## src/mrs_pkg.sv

```systemverilog
// Shared types, codes and the CRC-16 byte update for the Modbus RTU slave engine.
`default_nettype none
package mrs_pkg;

    // Input word modes
    localparam logic [1:0] MODE_BUS = 2'd0;
    localparam logic [1:0] MODE_REG = 2'd1;
    localparam logic [1:0] MODE_BIT = 2'd2;

    // Configuration register indexes
    localparam logic [2:0] REG_DEV      = 3'd0;
    localparam logic [2:0] REG_COIL     = 3'd1;
    localparam logic [2:0] REG_DISCRETE = 3'd2;
    localparam logic [2:0] REG_HOLDING  = 3'd3;
    localparam logic [2:0] REG_INPUT    = 3'd4;

    // Function codes
    localparam logic [7:0] FC_READ_COILS    = 8'd1;
    localparam logic [7:0] FC_READ_DISCRETE = 8'd2;
    localparam logic [7:0] FC_READ_HOLDING  = 8'd3;
    localparam logic [7:0] FC_READ_INPUT    = 8'd4;
    localparam logic [7:0] FC_WRITE_COIL    = 8'd5;
    localparam logic [7:0] FC_WRITE_REG     = 8'd6;
    localparam logic [7:0] FC_WRITE_COILS   = 8'd15;
    localparam logic [7:0] FC_WRITE_REGS    = 8'd16;
    localparam logic [7:0] FC_EXC_FLAG      = 8'h80;

    // Exception codes
    localparam logic [7:0] EXC_ADDR  = 8'd2;
    localparam logic [7:0] EXC_VALUE = 8'd3;

    localparam logic [15:0] COIL_ON  = 16'hFF00;
    localparam logic [15:0] COIL_OFF = 16'h0000;
    localparam logic [15:0] CRC_INIT = 16'hFFFF;
    localparam logic [15:0] CRC_POLY = 16'hA001;

    // Job kinds in the queue
    localparam logic [1:0] JOB_FRAME   = 2'd0;
    localparam logic [1:0] JOB_LOC_REG = 2'd1;
    localparam logic [1:0] JOB_LOC_BIT = 2'd2;

    typedef struct packed {
        logic [7:0]  dev;
        logic [15:0] coil_base;
        logic [15:0] discrete_base;
        logic [15:0] holding_base;
        logic [15:0] input_base;
    } cfg_t;

    typedef struct packed {
        logic [1:0]  kind;
        logic [7:0]  fc;
        logic [15:0] addr;
        logic [15:0] qty;
        logic [7:0]  bc;
        logic [5:0]  idx;
        logic [15:0] val;
    } job_t;

    // Bytewise reflected CRC-16 update
    function automatic logic [15:0] crc16_byte(input logic [15:0] c, input logic [7:0] b);
        logic [15:0] r;
        r = c ^ {8'h00, b};
        for (int k = 0; k < 8; k++) begin
            if (r[0]) begin
                r = (r >> 1) ^ CRC_POLY;
            end else begin
                r = r >> 1;
            end
        end
        return r;
    endfunction

endpackage
`default_nettype wire

```

## src/mrs_ram.sv

```systemverilog
// Generic single-write, single-read RAM with registered read data.
`default_nettype none
module mrs_ram #(
    parameter int WIDTH = 8,
    parameter int DEPTH = 64
) (
    input  wire logic                     aclk,
    input  wire logic                     we,
    input  wire logic [$clog2(DEPTH)-1:0] waddr,
    input  wire logic [WIDTH-1:0]         wdata,
    input  wire logic [$clog2(DEPTH)-1:0] raddr,
    output logic      [WIDTH-1:0]         rdata
);
    logic [WIDTH-1:0] mem [DEPTH];

    always_ff @(posedge aclk) begin
        if (we) begin
            mem[waddr] <= wdata;
        end
        rdata <= mem[raddr];
    end
endmodule
`default_nettype wire

```

## src/mrs_front.sv

```systemverilog
// Front end: frame gathering, CRC check, classification and the job queue.
`default_nettype none
module mrs_front import mrs_pkg::*; #(
    parameter int FRAME_BYTES = 64
) (
    input  wire logic                           aclk,
    input  wire logic                           aresetn,
    input  wire logic                           s_valid,
    output logic                                s_ready,
    input  wire logic [1:0]                     s_mode,
    input  wire logic [7:0]                     s_rx_byte,
    input  wire logic [5:0]                     s_local_index,
    input  wire logic [15:0]                    s_local_value,
    input  wire logic [7:0]                     dev,
    input  wire logic                           cfg_drop,
    output logic                                ram_we,
    output logic [$clog2(FRAME_BYTES)-1:0]      ram_waddr,
    output logic [7:0]                          ram_wdata,
    output logic                                job_valid,
    output job_t                                job,
    input  wire logic                           job_pop,
    input  wire logic                           frame_done
);
    localparam int AW   = $clog2(FRAME_BYTES);
    localparam int CNTW = $clog2(FRAME_BYTES + 1);

    logic [CNTW-1:0] count_reg, count_next;
    logic [15:0]     crc_reg, crc_next;
    logic [7:0]      fc_reg, fc_next;
    logic [7:0]      ahi_reg, ahi_next, alo_reg, alo_next;
    logic [7:0]      qhi_reg, qhi_next, qlo_reg, qlo_next;
    logic [7:0]      bc_reg, bc_next;
    logic            busy_reg, busy_next;

    job_t            qmem_reg [2];
    logic            wr_ptr_reg, rd_ptr_reg;
    logic [1:0]      qcnt_reg;

    logic            accept, push;
    job_t            push_job;

    logic [CNTW-1:0] cnt_inc;
    logic [15:0]     crc_upd;
    logic [7:0]      fc_cur, bc_cur;
    logic [9:0]      needed;
    logic            fc_ok, fc_multi;

    assign s_ready   = (qcnt_reg != 2'd2) && !busy_reg;
    assign accept    = s_valid && s_ready;
    assign job_valid = (qcnt_reg != 2'd0);
    assign job       = qmem_reg[rd_ptr_reg];

    assign cnt_inc   = count_reg + CNTW'(1);
    assign crc_upd   = crc16_byte(crc_reg, s_rx_byte);
    assign fc_cur    = (count_reg == CNTW'(1)) ? s_rx_byte : fc_reg;
    assign bc_cur    = (count_reg == CNTW'(6)) ? s_rx_byte : bc_reg;
    assign needed    = 10'd9 + {2'b00, bc_cur};
    assign fc_multi  = (fc_cur == FC_WRITE_COILS) || (fc_cur == FC_WRITE_REGS);
    assign fc_ok     = ((fc_cur >= FC_READ_COILS) && (fc_cur <= FC_WRITE_REG)) || fc_multi;

    assign ram_waddr = count_reg[AW-1:0];
    assign ram_wdata = s_rx_byte;

    // Frame assembly and classification
    always_comb begin
        count_next = count_reg;
        crc_next   = crc_reg;
        fc_next    = fc_reg;
        ahi_next   = ahi_reg;
        alo_next   = alo_reg;
        qhi_next   = qhi_reg;
        qlo_next   = qlo_reg;
        bc_next    = bc_reg;
        busy_next  = busy_reg;
        ram_we     = 1'b0;
        push       = 1'b0;
        push_job   = '{kind: JOB_FRAME, fc: fc_reg, addr: {ahi_reg, alo_reg},
                       qty: {qhi_reg, qlo_reg}, bc: bc_cur, idx: s_local_index,
                       val: s_local_value};
        if (frame_done) begin
            busy_next = 1'b0;
        end
        if (cfg_drop) begin
            count_next = '0;
            crc_next   = CRC_INIT;
        end else if (accept) begin
            case (s_mode)
                MODE_BUS: begin
                    if (count_reg == '0 && s_rx_byte != dev) begin
                        count_next = count_reg;
                    end else if ({{(10-CNTW){1'b0}}, count_reg} >= 10'(FRAME_BYTES)) begin
                        count_next = '0;
                        crc_next   = CRC_INIT;
                    end else begin
                        ram_we     = 1'b1;
                        count_next = cnt_inc;
                        crc_next   = crc_upd;
                        case (count_reg)
                            CNTW'(1): fc_next  = s_rx_byte;
                            CNTW'(2): ahi_next = s_rx_byte;
                            CNTW'(3): alo_next = s_rx_byte;
                            CNTW'(4): qhi_next = s_rx_byte;
                            CNTW'(5): qlo_next = s_rx_byte;
                            CNTW'(6): bc_next  = s_rx_byte;
                            default: ;
                        endcase
                        if (cnt_inc >= CNTW'(2)) begin
                            if (!fc_ok) begin
                                count_next = '0;
                                crc_next   = CRC_INIT;
                            end else if (fc_multi) begin
                                if (cnt_inc >= CNTW'(7)) begin
                                    if (needed > 10'(FRAME_BYTES)) begin
                                        count_next = '0;
                                        crc_next   = CRC_INIT;
                                    end else if ({{(10-CNTW){1'b0}}, cnt_inc} >= needed) begin
                                        count_next = '0;
                                        crc_next   = CRC_INIT;
                                        if (crc_upd == 16'h0000) begin
                                            push      = 1'b1;
                                            busy_next = 1'b1;
                                        end
                                    end
                                end
                            end else if (cnt_inc >= CNTW'(8)) begin
                                count_next = '0;
                                crc_next   = CRC_INIT;
                                if (crc_upd == 16'h0000) begin
                                    push      = 1'b1;
                                    busy_next = 1'b1;
                                end
                            end
                        end
                    end
                end
                MODE_REG: begin
                    push          = 1'b1;
                    push_job.kind = JOB_LOC_REG;
                end
                MODE_BIT: begin
                    push          = 1'b1;
                    push_job.kind = JOB_LOC_BIT;
                end
                default: ;
            endcase
        end
    end

    // Control state
    always_ff @(posedge aclk) begin
        if (!aresetn) begin
            count_reg  <= '0;
            crc_reg    <= CRC_INIT;
            busy_reg   <= 1'b0;
            wr_ptr_reg <= 1'b0;
            rd_ptr_reg <= 1'b0;
            qcnt_reg   <= 2'd0;
        end else begin
            count_reg <= count_next;
            crc_reg   <= crc_next;
            busy_reg  <= busy_next;
            if (push) begin
                wr_ptr_reg <= ~wr_ptr_reg;
            end
            if (job_pop) begin
                rd_ptr_reg <= ~rd_ptr_reg;
            end
            qcnt_reg <= qcnt_reg + {1'b0, push} - {1'b0, job_pop};
        end
    end

    // Header capture and queue storage
    always_ff @(posedge aclk) begin
        fc_reg  <= fc_next;
        ahi_reg <= ahi_next;
        alo_reg <= alo_next;
        qhi_reg <= qhi_next;
        qlo_reg <= qlo_next;
        bc_reg  <= bc_next;
        if (push) begin
            qmem_reg[wr_ptr_reg] <= push_job;
        end
    end
endmodule
`default_nettype wire

```

## src/mrs_back.sv

```systemverilog
// Back end: request checks, data stores, store updates and reply generation.
`default_nettype none
module mrs_back import mrs_pkg::*; #(
    parameter int COIL_COUNT      = 64,
    parameter int DISCRETE_COUNT  = 64,
    parameter int HOLDING_COUNT   = 16,
    parameter int INPUT_REG_COUNT = 16,
    parameter int FRAME_BYTES     = 64
) (
    input  wire logic                       aclk,
    input  wire logic                       aresetn,
    input  wire cfg_t                       cfg,
    input  wire logic                       job_valid,
    input  wire job_t                       job,
    output logic                            job_pop,
    output logic                            frame_done,
    output logic [$clog2(FRAME_BYTES)-1:0]  ram_raddr,
    input  wire logic [7:0]                 ram_rdata,
    output logic                            m_valid,
    input  wire logic                       m_ready,
    output logic [7:0]                      m_tx_byte,
    output logic                            m_last_byte
);
    localparam int AW = $clog2(FRAME_BYTES);
    localparam int CW = $clog2(COIL_COUNT);
    localparam int DW = $clog2(DISCRETE_COUNT);
    localparam int HW = (HOLDING_COUNT > 1) ? $clog2(HOLDING_COUNT) : 1;
    localparam int IW = (INPUT_REG_COUNT > 1) ? $clog2(INPUT_REG_COUNT) : 1;

    localparam logic [2:0] ST_IDLE  = 3'd0;
    localparam logic [2:0] ST_CHECK = 3'd1;
    localparam logic [2:0] ST_WRD   = 3'd2;
    localparam logic [2:0] ST_WRW   = 3'd3;
    localparam logic [2:0] ST_EMIT  = 3'd4;

    localparam logic [1:0] RSP_EXC  = 2'd0;
    localparam logic [1:0] RSP_ECHO = 2'd1;
    localparam logic [1:0] RSP_BITS = 2'd2;
    localparam logic [1:0] RSP_REGS = 2'd3;

    logic [2:0]  state_reg, state_next;
    logic [7:0]  fc_reg, fc_next;
    logic [15:0] a_reg, a_next, q_reg, q_next;
    logic [7:0]  bc_reg, bc_next;
    logic [1:0]  rsp_reg, rsp_next;
    logic [7:0]  code_reg, code_next;
    logic [7:0]  off_reg, off_next;
    logic [7:0]  len_reg, len_next;
    logic [7:0]  idx_reg, idx_next;
    logic [7:0]  j_reg, j_next;
    logic [7:0]  hi_reg, hi_next;
    logic [15:0] crc_reg, crc_next;

    logic [COIL_COUNT-1:0]     coil_reg, coil_next;
    logic [DISCRETE_COUNT-1:0] disc_reg, disc_next;
    logic [15:0] hold_reg [HOLDING_COUNT];
    logic [15:0] hold_next [HOLDING_COUNT];
    logic [15:0] inreg_reg [INPUT_REG_COUNT];
    logic [15:0] inreg_next [INPUT_REG_COUNT];

    logic        mv_reg, mv_next, ml_reg, ml_next;
    logic [7:0]  mb_reg, mb_next;

    // Range check operands
    logic [15:0] base_sel;
    logic [17:0] size_sel, n_sel;
    logic        rng_ok;
    logic [13:0] nbytes;
    logic [16:0] twice_q;

    // Reply byte generation
    logic [7:0]  dj;
    logic [9:0]  bitpos;
    logic [16:0] bitnum;
    logic [7:0]  bits_byte;
    logic [7:0]  ri;
    logic [15:0] rval;
    logic [7:0]  gen_byte;
    logic        load_out;

    // Multiple-write helpers
    logic [9:0]  wpos;
    logic [16:0] wnum;
    logic [7:0]  wri;

    assign m_valid     = mv_reg;
    assign m_tx_byte   = mb_reg;
    assign m_last_byte = ml_reg;
    assign ram_raddr   = AW'(9'd7 + {1'b0, j_reg});
    assign load_out    = !mv_reg || m_ready;

    assign nbytes  = 14'((17'(q_reg) + 17'd7) >> 3);
    assign twice_q = {q_reg, 1'b0};

    // Store, base and width for the request
    always_comb begin
        base_sel = cfg.coil_base;
        size_sel = 18'(COIL_COUNT);
        n_sel    = {2'b00, q_reg};
        case (fc_reg)
            FC_READ_COILS, FC_WRITE_COILS: begin
                base_sel = cfg.coil_base;
                size_sel = 18'(COIL_COUNT);
            end
            FC_READ_DISCRETE: begin
                base_sel = cfg.discrete_base;
                size_sel = 18'(DISCRETE_COUNT);
            end
            FC_READ_HOLDING, FC_WRITE_REGS: begin
                base_sel = cfg.holding_base;
                size_sel = 18'(HOLDING_COUNT);
            end
            FC_READ_INPUT: begin
                base_sel = cfg.input_base;
                size_sel = 18'(INPUT_REG_COUNT);
            end
            FC_WRITE_COIL: begin
                base_sel = cfg.coil_base;
                size_sel = 18'(COIL_COUNT);
                n_sel    = 18'd1;
            end
            FC_WRITE_REG: begin
                base_sel = cfg.holding_base;
                size_sel = 18'(HOLDING_COUNT);
                n_sel    = 18'd1;
            end
            default: ;
        endcase
        rng_ok = (a_reg >= base_sel) &&
                 ({2'b00, a_reg} + n_sel <= {2'b00, base_sel} + size_sel);
    end

    // Data byte of a read reply
    always_comb begin
        dj     = idx_reg - 8'd3;
        bitpos = {2'b00, off_reg} + {dj[6:0], 3'b000};
        for (int b = 0; b < 8; b++) begin
            bitnum       = {6'd0, dj, 3'b000} + 17'(b);
            bits_byte[b] = 1'b0;
            if (bitnum < {1'b0, q_reg}) begin
                if (fc_reg == FC_READ_COILS) begin
                    if (bitpos + 10'(b) < 10'(COIL_COUNT)) begin
                        bits_byte[b] = coil_reg[CW'(bitpos + 10'(b))];
                    end
                end else if (bitpos + 10'(b) < 10'(DISCRETE_COUNT)) begin
                    bits_byte[b] = disc_reg[DW'(bitpos + 10'(b))];
                end
            end
        end
        ri   = off_reg + {1'b0, dj[7:1]};
        rval = 16'h0000;
        if (fc_reg == FC_READ_HOLDING) begin
            if (ri < 8'(HOLDING_COUNT)) begin
                rval = hold_reg[HW'(ri)];
            end
        end else if (ri < 8'(INPUT_REG_COUNT)) begin
            rval = inreg_reg[IW'(ri)];
        end
    end

    // Reply byte at the current position
    always_comb begin
        gen_byte = cfg.dev;
        case (idx_reg)
            8'd0: gen_byte = cfg.dev;
            8'd1: gen_byte = (rsp_reg == RSP_EXC) ? (fc_reg | FC_EXC_FLAG) : fc_reg;
            8'd2: begin
                case (rsp_reg)
                    RSP_EXC:  gen_byte = code_reg;
                    RSP_ECHO: gen_byte = a_reg[15:8];
                    default:  gen_byte = len_reg - 8'd3;
                endcase
            end
            default: begin
                case (rsp_reg)
                    RSP_ECHO: begin
                        case (idx_reg)
                            8'd3:    gen_byte = a_reg[7:0];
                            8'd4:    gen_byte = q_reg[15:8];
                            default: gen_byte = q_reg[7:0];
                        endcase
                    end
                    RSP_BITS: gen_byte = bits_byte;
                    RSP_REGS: gen_byte = dj[0] ? rval[7:0] : rval[15:8];
                    default:  gen_byte = code_reg;
                endcase
            end
        endcase
    end

    // Sequencer
    always_comb begin
        state_next = state_reg;
        fc_next    = fc_reg;
        a_next     = a_reg;
        q_next     = q_reg;
        bc_next    = bc_reg;
        rsp_next   = rsp_reg;
        code_next  = code_reg;
        off_next   = off_reg;
        len_next   = len_reg;
        idx_next   = idx_reg;
        j_next     = j_reg;
        hi_next    = hi_reg;
        crc_next   = crc_reg;
        coil_next  = coil_reg;
        disc_next  = disc_reg;
        hold_next  = hold_reg;
        inreg_next = inreg_reg;
        mv_next    = mv_reg;
        mb_next    = mb_reg;
        ml_next    = ml_reg;
        job_pop    = 1'b0;
        frame_done = 1'b0;
        wpos       = '0;
        wnum       = '0;
        wri        = '0;

        if (mv_reg && m_ready) begin
            mv_next = 1'b0;
        end

        case (state_reg)
            ST_IDLE: begin
                if (job_valid) begin
                    job_pop = 1'b1;
                    case (job.kind)
                        JOB_LOC_REG: begin
                            if ({2'b00, job.idx} < 8'(INPUT_REG_COUNT)) begin
                                inreg_next[IW'(job.idx)] = job.val;
                            end
                        end
                        JOB_LOC_BIT: begin
                            if ({3'b000, job.idx} < 9'(DISCRETE_COUNT)) begin
                                disc_next[DW'(job.idx)] = job.val[0];
                            end
                        end
                        default: begin
                            fc_next    = job.fc;
                            a_next     = job.addr;
                            q_next     = job.qty;
                            bc_next    = job.bc;
                            state_next = ST_CHECK;
                        end
                    endcase
                end
            end
            ST_CHECK: begin
                off_next   = 8'(a_reg - base_sel);
                idx_next   = 8'd0;
                j_next     = 8'd0;
                crc_next   = CRC_INIT;
                state_next = ST_EMIT;
                rsp_next   = RSP_ECHO;
                len_next   = 8'd6;
                if (!rng_ok) begin
                    rsp_next  = RSP_EXC;
                    code_next = EXC_ADDR;
                    len_next  = 8'd3;
                end else begin
                    case (fc_reg)
                        FC_READ_COILS, FC_READ_DISCRETE: begin
                            rsp_next = RSP_BITS;
                            len_next = 8'd3 + nbytes[7:0];
                        end
                        FC_READ_HOLDING, FC_READ_INPUT: begin
                            rsp_next = RSP_REGS;
                            len_next = 8'd3 + twice_q[7:0];
                        end
                        FC_WRITE_COIL: begin
                            if (q_reg == COIL_ON) begin
                                coil_next[CW'(a_reg - cfg.coil_base)] = 1'b1;
                            end else if (q_reg == COIL_OFF) begin
                                coil_next[CW'(a_reg - cfg.coil_base)] = 1'b0;
                            end else begin
                                rsp_next  = RSP_EXC;
                                code_next = EXC_VALUE;
                                len_next  = 8'd3;
                            end
                        end
                        FC_WRITE_REG: begin
                            hold_next[HW'(a_reg - cfg.holding_base)] = q_reg;
                        end
                        FC_WRITE_COILS: begin
                            if ({6'd0, bc_reg} != nbytes) begin
                                rsp_next  = RSP_EXC;
                                code_next = EXC_VALUE;
                                len_next  = 8'd3;
                            end else if (bc_reg != 8'd0) begin
                                state_next = ST_WRD;
                            end
                        end
                        FC_WRITE_REGS: begin
                            if ({9'd0, bc_reg} != twice_q) begin
                                rsp_next  = RSP_EXC;
                                code_next = EXC_VALUE;
                                len_next  = 8'd3;
                            end else if (bc_reg != 8'd0) begin
                                state_next = ST_WRD;
                            end
                        end
                        default: ;
                    endcase
                end
            end
            ST_WRD: begin
                // Frame byte address is presented; data arrives next cycle
                state_next = ST_WRW;
            end
            ST_WRW: begin
                if (fc_reg == FC_WRITE_COILS) begin
                    for (int b = 0; b < 8; b++) begin
                        wnum = {6'd0, j_reg, 3'b000} + 17'(b);
                        wpos = {2'b00, off_reg} + wnum[9:0];
                        if (wnum < {1'b0, q_reg} && wpos < 10'(COIL_COUNT)) begin
                            coil_next[CW'(wpos)] = ram_rdata[b];
                        end
                    end
                end else if (!j_reg[0]) begin
                    hi_next = ram_rdata;
                end else begin
                    wri = off_reg + {1'b0, j_reg[7:1]};
                    if (wri < 8'(HOLDING_COUNT)) begin
                        hold_next[HW'(wri)] = {hi_reg, ram_rdata};
                    end
                end
                j_next = j_reg + 8'd1;
                if (j_reg + 8'd1 == bc_reg) begin
                    state_next = ST_EMIT;
                end else begin
                    state_next = ST_WRD;
                end
            end
            ST_EMIT: begin
                if (load_out) begin
                    mv_next  = 1'b1;
                    idx_next = idx_reg + 8'd1;
                    ml_next  = 1'b0;
                    if (idx_reg < len_reg) begin
                        mb_next  = gen_byte;
                        crc_next = crc16_byte(crc_reg, gen_byte);
                    end else if (idx_reg == len_reg) begin
                        mb_next = crc_reg[7:0];
                    end else begin
                        mb_next    = crc_reg[15:8];
                        ml_next    = 1'b1;
                        frame_done = 1'b1;
                        state_next = ST_IDLE;
                    end
                end
            end
            default: state_next = ST_IDLE;
        endcase
    end

    // Control state and stores with a reset value
    always_ff @(posedge aclk) begin
        if (!aresetn) begin
            state_reg <= ST_IDLE;
            mv_reg    <= 1'b0;
            coil_reg  <= '0;
            disc_reg  <= '0;
            for (int i = 0; i < HOLDING_COUNT; i++) begin
                hold_reg[i] <= '0;
            end
            for (int i = 0; i < INPUT_REG_COUNT; i++) begin
                inreg_reg[i] <= '0;
            end
        end else begin
            state_reg <= state_next;
            mv_reg    <= mv_next;
            coil_reg  <= coil_next;
            disc_reg  <= disc_next;
            hold_reg  <= hold_next;
            inreg_reg <= inreg_next;
        end
    end

    // Working payload
    always_ff @(posedge aclk) begin
        fc_reg   <= fc_next;
        a_reg    <= a_next;
        q_reg    <= q_next;
        bc_reg   <= bc_next;
        rsp_reg  <= rsp_next;
        code_reg <= code_next;
        off_reg  <= off_next;
        len_reg  <= len_next;
        idx_reg  <= idx_next;
        j_reg    <= j_next;
        hi_reg   <= hi_next;
        crc_reg  <= crc_next;
        mb_reg   <= mb_next;
        ml_reg   <= ml_next;
    end
endmodule
`default_nettype wire

```

## src/modbus_rtu_slave_engine.sv

```systemverilog
// Top level of the Modbus RTU slave engine: configuration, front, queue, back.
//
//  Channel   Direction  Handshake           Word
//  s_        in         s_valid / s_ready   mode, rx byte, local index, local value
//  m_        out        m_valid / m_ready   reply byte, last-byte flag
//  cfg_      in         cfg_wr_en           register index, write data
//
// A bus byte or local write is taken while the job queue has room and no good frame
// is pending. A good frame holds the input until its last reply byte is loaded: checks,
// a frame buffer read for each data byte of a multiple write, then one reply byte per
// cycle while m_ready is high. Reset (aresetn low, synchronous) clears all stores.
// The output register lets the back end run ahead by one byte of a stalled consumer.
`default_nettype none
module modbus_rtu_slave_engine import mrs_pkg::*; #(
    parameter int COIL_COUNT      = 64,
    parameter int DISCRETE_COUNT  = 64,
    parameter int HOLDING_COUNT   = 16,
    parameter int INPUT_REG_COUNT = 16,
    parameter int FRAME_BYTES     = 64
) (
    input  wire logic        aclk,
    input  wire logic        aresetn,
    input  wire logic        s_valid,
    output logic             s_ready,
    input  wire logic [1:0]  s_mode,
    input  wire logic [7:0]  s_rx_byte,
    input  wire logic [5:0]  s_local_index,
    input  wire logic [15:0] s_local_value,
    output logic             m_valid,
    input  wire logic        m_ready,
    output logic [7:0]       m_tx_byte,
    output logic             m_last_byte,
    input  wire logic        cfg_wr_en,
    input  wire logic [2:0]  cfg_index,
    input  wire logic [15:0] cfg_wdata
);
    localparam int AW = $clog2(FRAME_BYTES);

    cfg_t          cfg_reg;
    logic          cfg_drop;
    logic          ram_we;
    logic [AW-1:0] ram_waddr, ram_raddr;
    logic [7:0]    ram_wdata, ram_rdata;
    logic          job_valid, job_pop, frame_done;
    job_t          job;

    assign cfg_drop = cfg_wr_en && (cfg_index == REG_DEV);

    // Configuration registers
    always_ff @(posedge aclk) begin
        if (!aresetn) begin
            cfg_reg <= '{dev: 8'd1, coil_base: 16'd0, discrete_base: 16'd0,
                         holding_base: 16'd0, input_base: 16'd0};
        end else if (cfg_wr_en) begin
            case (cfg_index)
                REG_DEV:      cfg_reg.dev           <= cfg_wdata[7:0];
                REG_COIL:     cfg_reg.coil_base     <= cfg_wdata;
                REG_DISCRETE: cfg_reg.discrete_base <= cfg_wdata;
                REG_HOLDING:  cfg_reg.holding_base  <= cfg_wdata;
                REG_INPUT:    cfg_reg.input_base    <= cfg_wdata;
                default: ;
            endcase
        end
    end

    mrs_front #(.FRAME_BYTES(FRAME_BYTES)) u_front (
        .aclk          (aclk),
        .aresetn       (aresetn),
        .s_valid       (s_valid),
        .s_ready       (s_ready),
        .s_mode        (s_mode),
        .s_rx_byte     (s_rx_byte),
        .s_local_index (s_local_index),
        .s_local_value (s_local_value),
        .dev           (cfg_reg.dev),
        .cfg_drop      (cfg_drop),
        .ram_we        (ram_we),
        .ram_waddr     (ram_waddr),
        .ram_wdata     (ram_wdata),
        .job_valid     (job_valid),
        .job           (job),
        .job_pop       (job_pop),
        .frame_done    (frame_done)
    );

    mrs_ram #(.WIDTH(8), .DEPTH(FRAME_BYTES)) u_frame_ram (
        .aclk  (aclk),
        .we    (ram_we),
        .waddr (ram_waddr),
        .wdata (ram_wdata),
        .raddr (ram_raddr),
        .rdata (ram_rdata)
    );

    mrs_back #(
        .COIL_COUNT      (COIL_COUNT),
        .DISCRETE_COUNT  (DISCRETE_COUNT),
        .HOLDING_COUNT   (HOLDING_COUNT),
        .INPUT_REG_COUNT (INPUT_REG_COUNT),
        .FRAME_BYTES     (FRAME_BYTES)
    ) u_back (
        .aclk        (aclk),
        .aresetn     (aresetn),
        .cfg         (cfg_reg),
        .job_valid   (job_valid),
        .job         (job),
        .job_pop     (job_pop),
        .frame_done  (frame_done),
        .ram_raddr   (ram_raddr),
        .ram_rdata   (ram_rdata),
        .m_valid     (m_valid),
        .m_ready     (m_ready),
        .m_tx_byte   (m_tx_byte),
        .m_last_byte (m_last_byte)
    );
endmodule
`default_nettype wire
```

## config.mk

```make
export PLATFORM = sky130hd
export DESIGN_NAME = modbus_rtu_slave_engine
export DESIGN_NICKNAME = d
export VERILOG_FILES = /design/src/mrs_pkg.sv /design/src/mrs_ram.sv /design/src/mrs_front.sv /design/src/mrs_back.sv /design/src/modbus_rtu_slave_engine.sv
export SDC_FILE = /design/constraint.sdc
export NUM_CORES = 2
export LEC_CHECK = 0
export ABC_AREA = 0
export BUFFER_PORTS_ARGS = -buffer_cell sky130_fd_sc_hd__clkbuf_2
export CORE_MARGIN = 10
export CORE_UTILIZATION = 48
export CTS_CLUSTER_DIAMETER = 60
export DETAILED_ROUTE_END_ITERATION = 10
export MAX_ROUTING_LAYER = met4
export PLACE_DENSITY_LB_ADDON = 0.12
export SYNTH_ARGS = -nofsm -noshare
export SYNTH_HDL_FRONTEND = slang
export SYNTH_SLANG_ARGS = --single-unit
```

## constraint.sdc

```tcl
create_clock -name aclk -period 20.7 [get_ports aclk]
set_input_delay 1.035 -clock aclk [delete_from_list [all_inputs] [get_ports aclk]]
set_output_delay 1.035 -clock aclk [all_outputs]
set_load 0.01 [all_outputs]
```

==> flow_summary.yaml <==
timing:
  setup-tns-final_ps: 0
  tightest_slew_ps: 1530
  rsz0062_at_grt: "false"
  setup_viol: 0
  fin_worst_skew_ps: 56.8
  final_max_slew_viol_count: 7
  hold_viol: 0
  setup_ws_ps: 12650
  timing.final.crit_share_pct: 38.9
  slew_headroom_pct: -2.10
  max_freq_mhz: 124
  min_period_ps: 8050
power_and_ir_drop:
  swShare_pct: 39.1
  power_frac_comb_pct: 36.2
  powerDensity_nw_per_um2: 108
  power_leakage_nw: 30.3
  p_int_mw: 6.35
  vdd_drop_max_mv: 0.0943
  p_seq_share_pct: 33.7
  clock_power_share_pct: 30.1
  power_switching_mw: 4.08
synthesis:
  synth_fa_ha_area_share_pct: 2.38
  synthSimpleGateAreaFrac_pct: 12.3
  synth.area.mux_share_pct: 15.8
  avgSynthCellArea_um2: 10.6
  synth_cells: 8378
  synth-seq-cells: 1573
  synth-compound-area-share_pct: 17.8
  synth_area_leaders: "edfxtp_1, dfxtp_1, mux4_2"
  yosysWarnings: 0
  syn_area_um2: 88400
  syn_nets: 8597
  ys.flop_type: "edfxtp_1"
  ys_seq_area_share_pct: 44.9
  yosysTopAreaCell: "edfxtp_1"
  synth_edf_count: 820
  synth_cell_type_count: 108
  synth_xor_area_share_pct: 2.86
  async_flop_share_pct: 0
  synth_top_area_share_pct: 27.8
  synth_top_family_by_area: "compound AO/OA/AOI/OAI gates"
clocking:
  path_clk_slew_ps: 60
  cts_hold_buf: 0
  post-cts-setup-buffer-count: 0
  cts_root_buf: "clkbuf_16"
  clock_path_buffers: 3
  ctsResizeCount: 0
  clkLatencyLatePin_ps: 840
  cts_inserted_buffers: 176
  cts_tree: "done"
  htreeDepth: 4
  cts_num_sinks: 1573
global_route:
  grt_usage_pct: 34.4
  antenna_found_initial: 9
  grt_pass1_wl_um: 505000
  grt_overflow: 0
  grt_max_degree: 234
  grt_pass1_vias: 69900
outcome:
  violations: "capacitance limit, slew limit"
  status: "finished, violations left"
run:
  maxCapViolations: 1
final_layout:
  largest_reg_flops: 512
  final_nets: 8349
  final_cell_area_um2: 96800
  drive_gt1_share_pct: 15.9
  n_fill_cell: 16200
  syn2layout_area_growth_pct: 9.52
detailed_routing:
  drt-initial-drc-count: 11100
  routedWlPerCell_um: 32.7
  drt_wl_total_um: 351000
  final_antenna_net_count: 0
  route.detailed.drc: 0
  vias: 74700
  detail_route.vias_per_cell: 6.94
  first_pass_iters: 9
min_path:
  min_from: "s_local_value[11]"
  min_delay_path_depth: 1
  hp-class: "in -> reg"
  hold_end: "u_front.qmem_reg[0][11]"
critical_path:
  slowest_stage: "nor4_4"
  cp_common_cell: "a21oi_1"
  rrSetupSlack_ps: 12650
  cpPeakStageDelay_ps: 720
  worstRegToRegCells: 27
  crit_path_end_kind: "register"
  required_ps: 21380
  critPathMaxFanout: 40
  timing.rr.start: "u_back.fc_reg[3]"
  arrival_ps: 8730
  start_kind: "register"
  path_class: "reg -> reg"
placed_design:
  place_congestion: 1.03
  io_buffer_count: 66
  dpl-instance-area_um2: 90900
  pre_cts_ws_ps: 12850
  dp.final_hpwl_um: 238000
floorplanning:
  die_w_um: 449
  core_area_um2: 183000
  start_util_pct: 48.3
  die_h_um: 449
  rows: 157
  dieArea_um2: 202000
  boundaryPins: 67
## metrics by stage
step	hold slack [ps]	utilization [%]	power (mW)	instances
floorplan	406	-	5.90	8378
global placement	422	49.7	7.20	10400
detailed placement	430	49.7	7.21	10400
CTS	336	52.9	10.3	10700
global route	369	52.9	10.7	10700
finish	393	52.9	10.4	10800
## synth_stat cells (all sizes together), types with 108 or more instances
cell	instances
o22ai	201
nand2	630
o21ai	320
a22oi	264
buf	130
xnor2	177
mux4	482
clkbuf	607
nor3	108
dfxtp	753
a21oi	422
a211oi	552
edfxtp	820
nand3	112
ha	154
mux2i	189
nor2	1121
## metal layers
metal | up-vias | wire [um] | GRT usage (%) | part of all wire (%)
met5 | - | 0 | - | 0
met3 | 925 | 38600 | 7.52 | 11
li1 | 31800 | - | - | -
met1 | 37200 | 144000 | 47.2 | 41
met2 | 4764 | 150000 | 48.6 | 43
met4 | 0 | 19200 | 15.9 | 5.4
## power groups by stage
| stage | registers, mW | clock network, mW | logic, mW |
|---|---|---|---|
| 2_1_floorplan | 3.50 | 0 | 2.40 |
| 3_3_place_gp | 3.57 | 0 | 3.63 |
| 3_5_place_dp | 3.57 | 0 | 3.64 |
| 4_1_cts | 3.50 | 3.18 | 3.65 |
| 5_1_grt | 3.51 | 3.31 | 3.92 |
| 6_report | 3.51 | 3.14 | 3.77 |
## layout make-up
| cell class | instances | area (um^2) | area share, % |
|---|---|---|---|
| Antenna cell | 9 | 22.5 | 0.0233 |
| Multi-Input combinational cell | 5963 | 45500 | 47.0 |
| Timing Repair Buffer | 311 | 2210 | 2.28 |
| Clock buffer | 242 | 5000 | 5.16 |
| Clock inverter | 86 | 906 | 0.935 |
| Sequential cell | 1573 | 39700 | 41.0 |
| Tap cell | 2464 | 3080 | 3.18 |
| Inverter | 105 | 402 | 0.415 |
## critical path: cells and delay by family, from the launching register on
kind                     cells  cell delay, ps
AO/OA/AOI/OAI               16            3760
adder cells (fa/ha/maj)      2             610
buffers and inverters        2             690
flip-flops                   1             500
AND/OR/NAND/NOR              7            2290
## cell families (layout without fill, tap and decap cells)
| kind of cell | Yosys count | count (layout) |
|---|---|---|
| AO/OA/AOI/OAI | 2316 | 2316 |
| XOR/XNOR | 272 | 272 |
| adder cells (fa/ha/maj) | 163 | 163 |
| buffers and inverters | 842 | 744 |
| flip-flops | 1573 | 1573 |
| multiplexers | 772 | 772 |
| other | 0 | 9 |
| AND/OR/NAND/NOR | 2440 | 2440 |
## layout by cell type (no fill, tap or decap), drive strengths merged, types with 20 or more instances in the layout
master / n
xor2: 92
xnor2: 177
inv: 116
mux4: 482
a222oi: 20
edfxtp: 820
o21ai: 320
a311oi: 25
a21oi: 422
nand4: 90
o211ai: 27
o221ai: 63
nand3: 112
nor3: 108
a21o: 58
mux2: 101
o32ai: 34
o21a: 20
and2: 54
a211oi: 552
o22ai: 201
or2: 26
a221oi: 32
nand2b: 39
clkinv: 64
a21boi: 23
and3: 56
clkbuf: 300
or3: 23
a31oi: 78
nor4: 72
nor2b: 46
ha: 154
dfxtp: 753
nor2: 1121
a22oi: 264
nand2: 630
buf: 253
mux2i: 189
## how the worst max path moves through the flow
stage | start | to | slack, ps | cells after the start
after global placement | u_back.fc_reg[3] | u_back.hold_reg[126] | 12960 | 28
after detailed placement | u_back.fc_reg[3] | register | 12850 | 27
final | u_back.fc_reg[3] | register | 12650 | 27
after CTS | u_back.fc_reg[3] | register | 12740 | 27
after global routing | u_back.fc_reg[3] | u_back.hold_reg[247] | 12110 | 28
after floorplan | register | u_back.a_reg[0] | 13170 | 9
(Power assumes the default switching activity.)
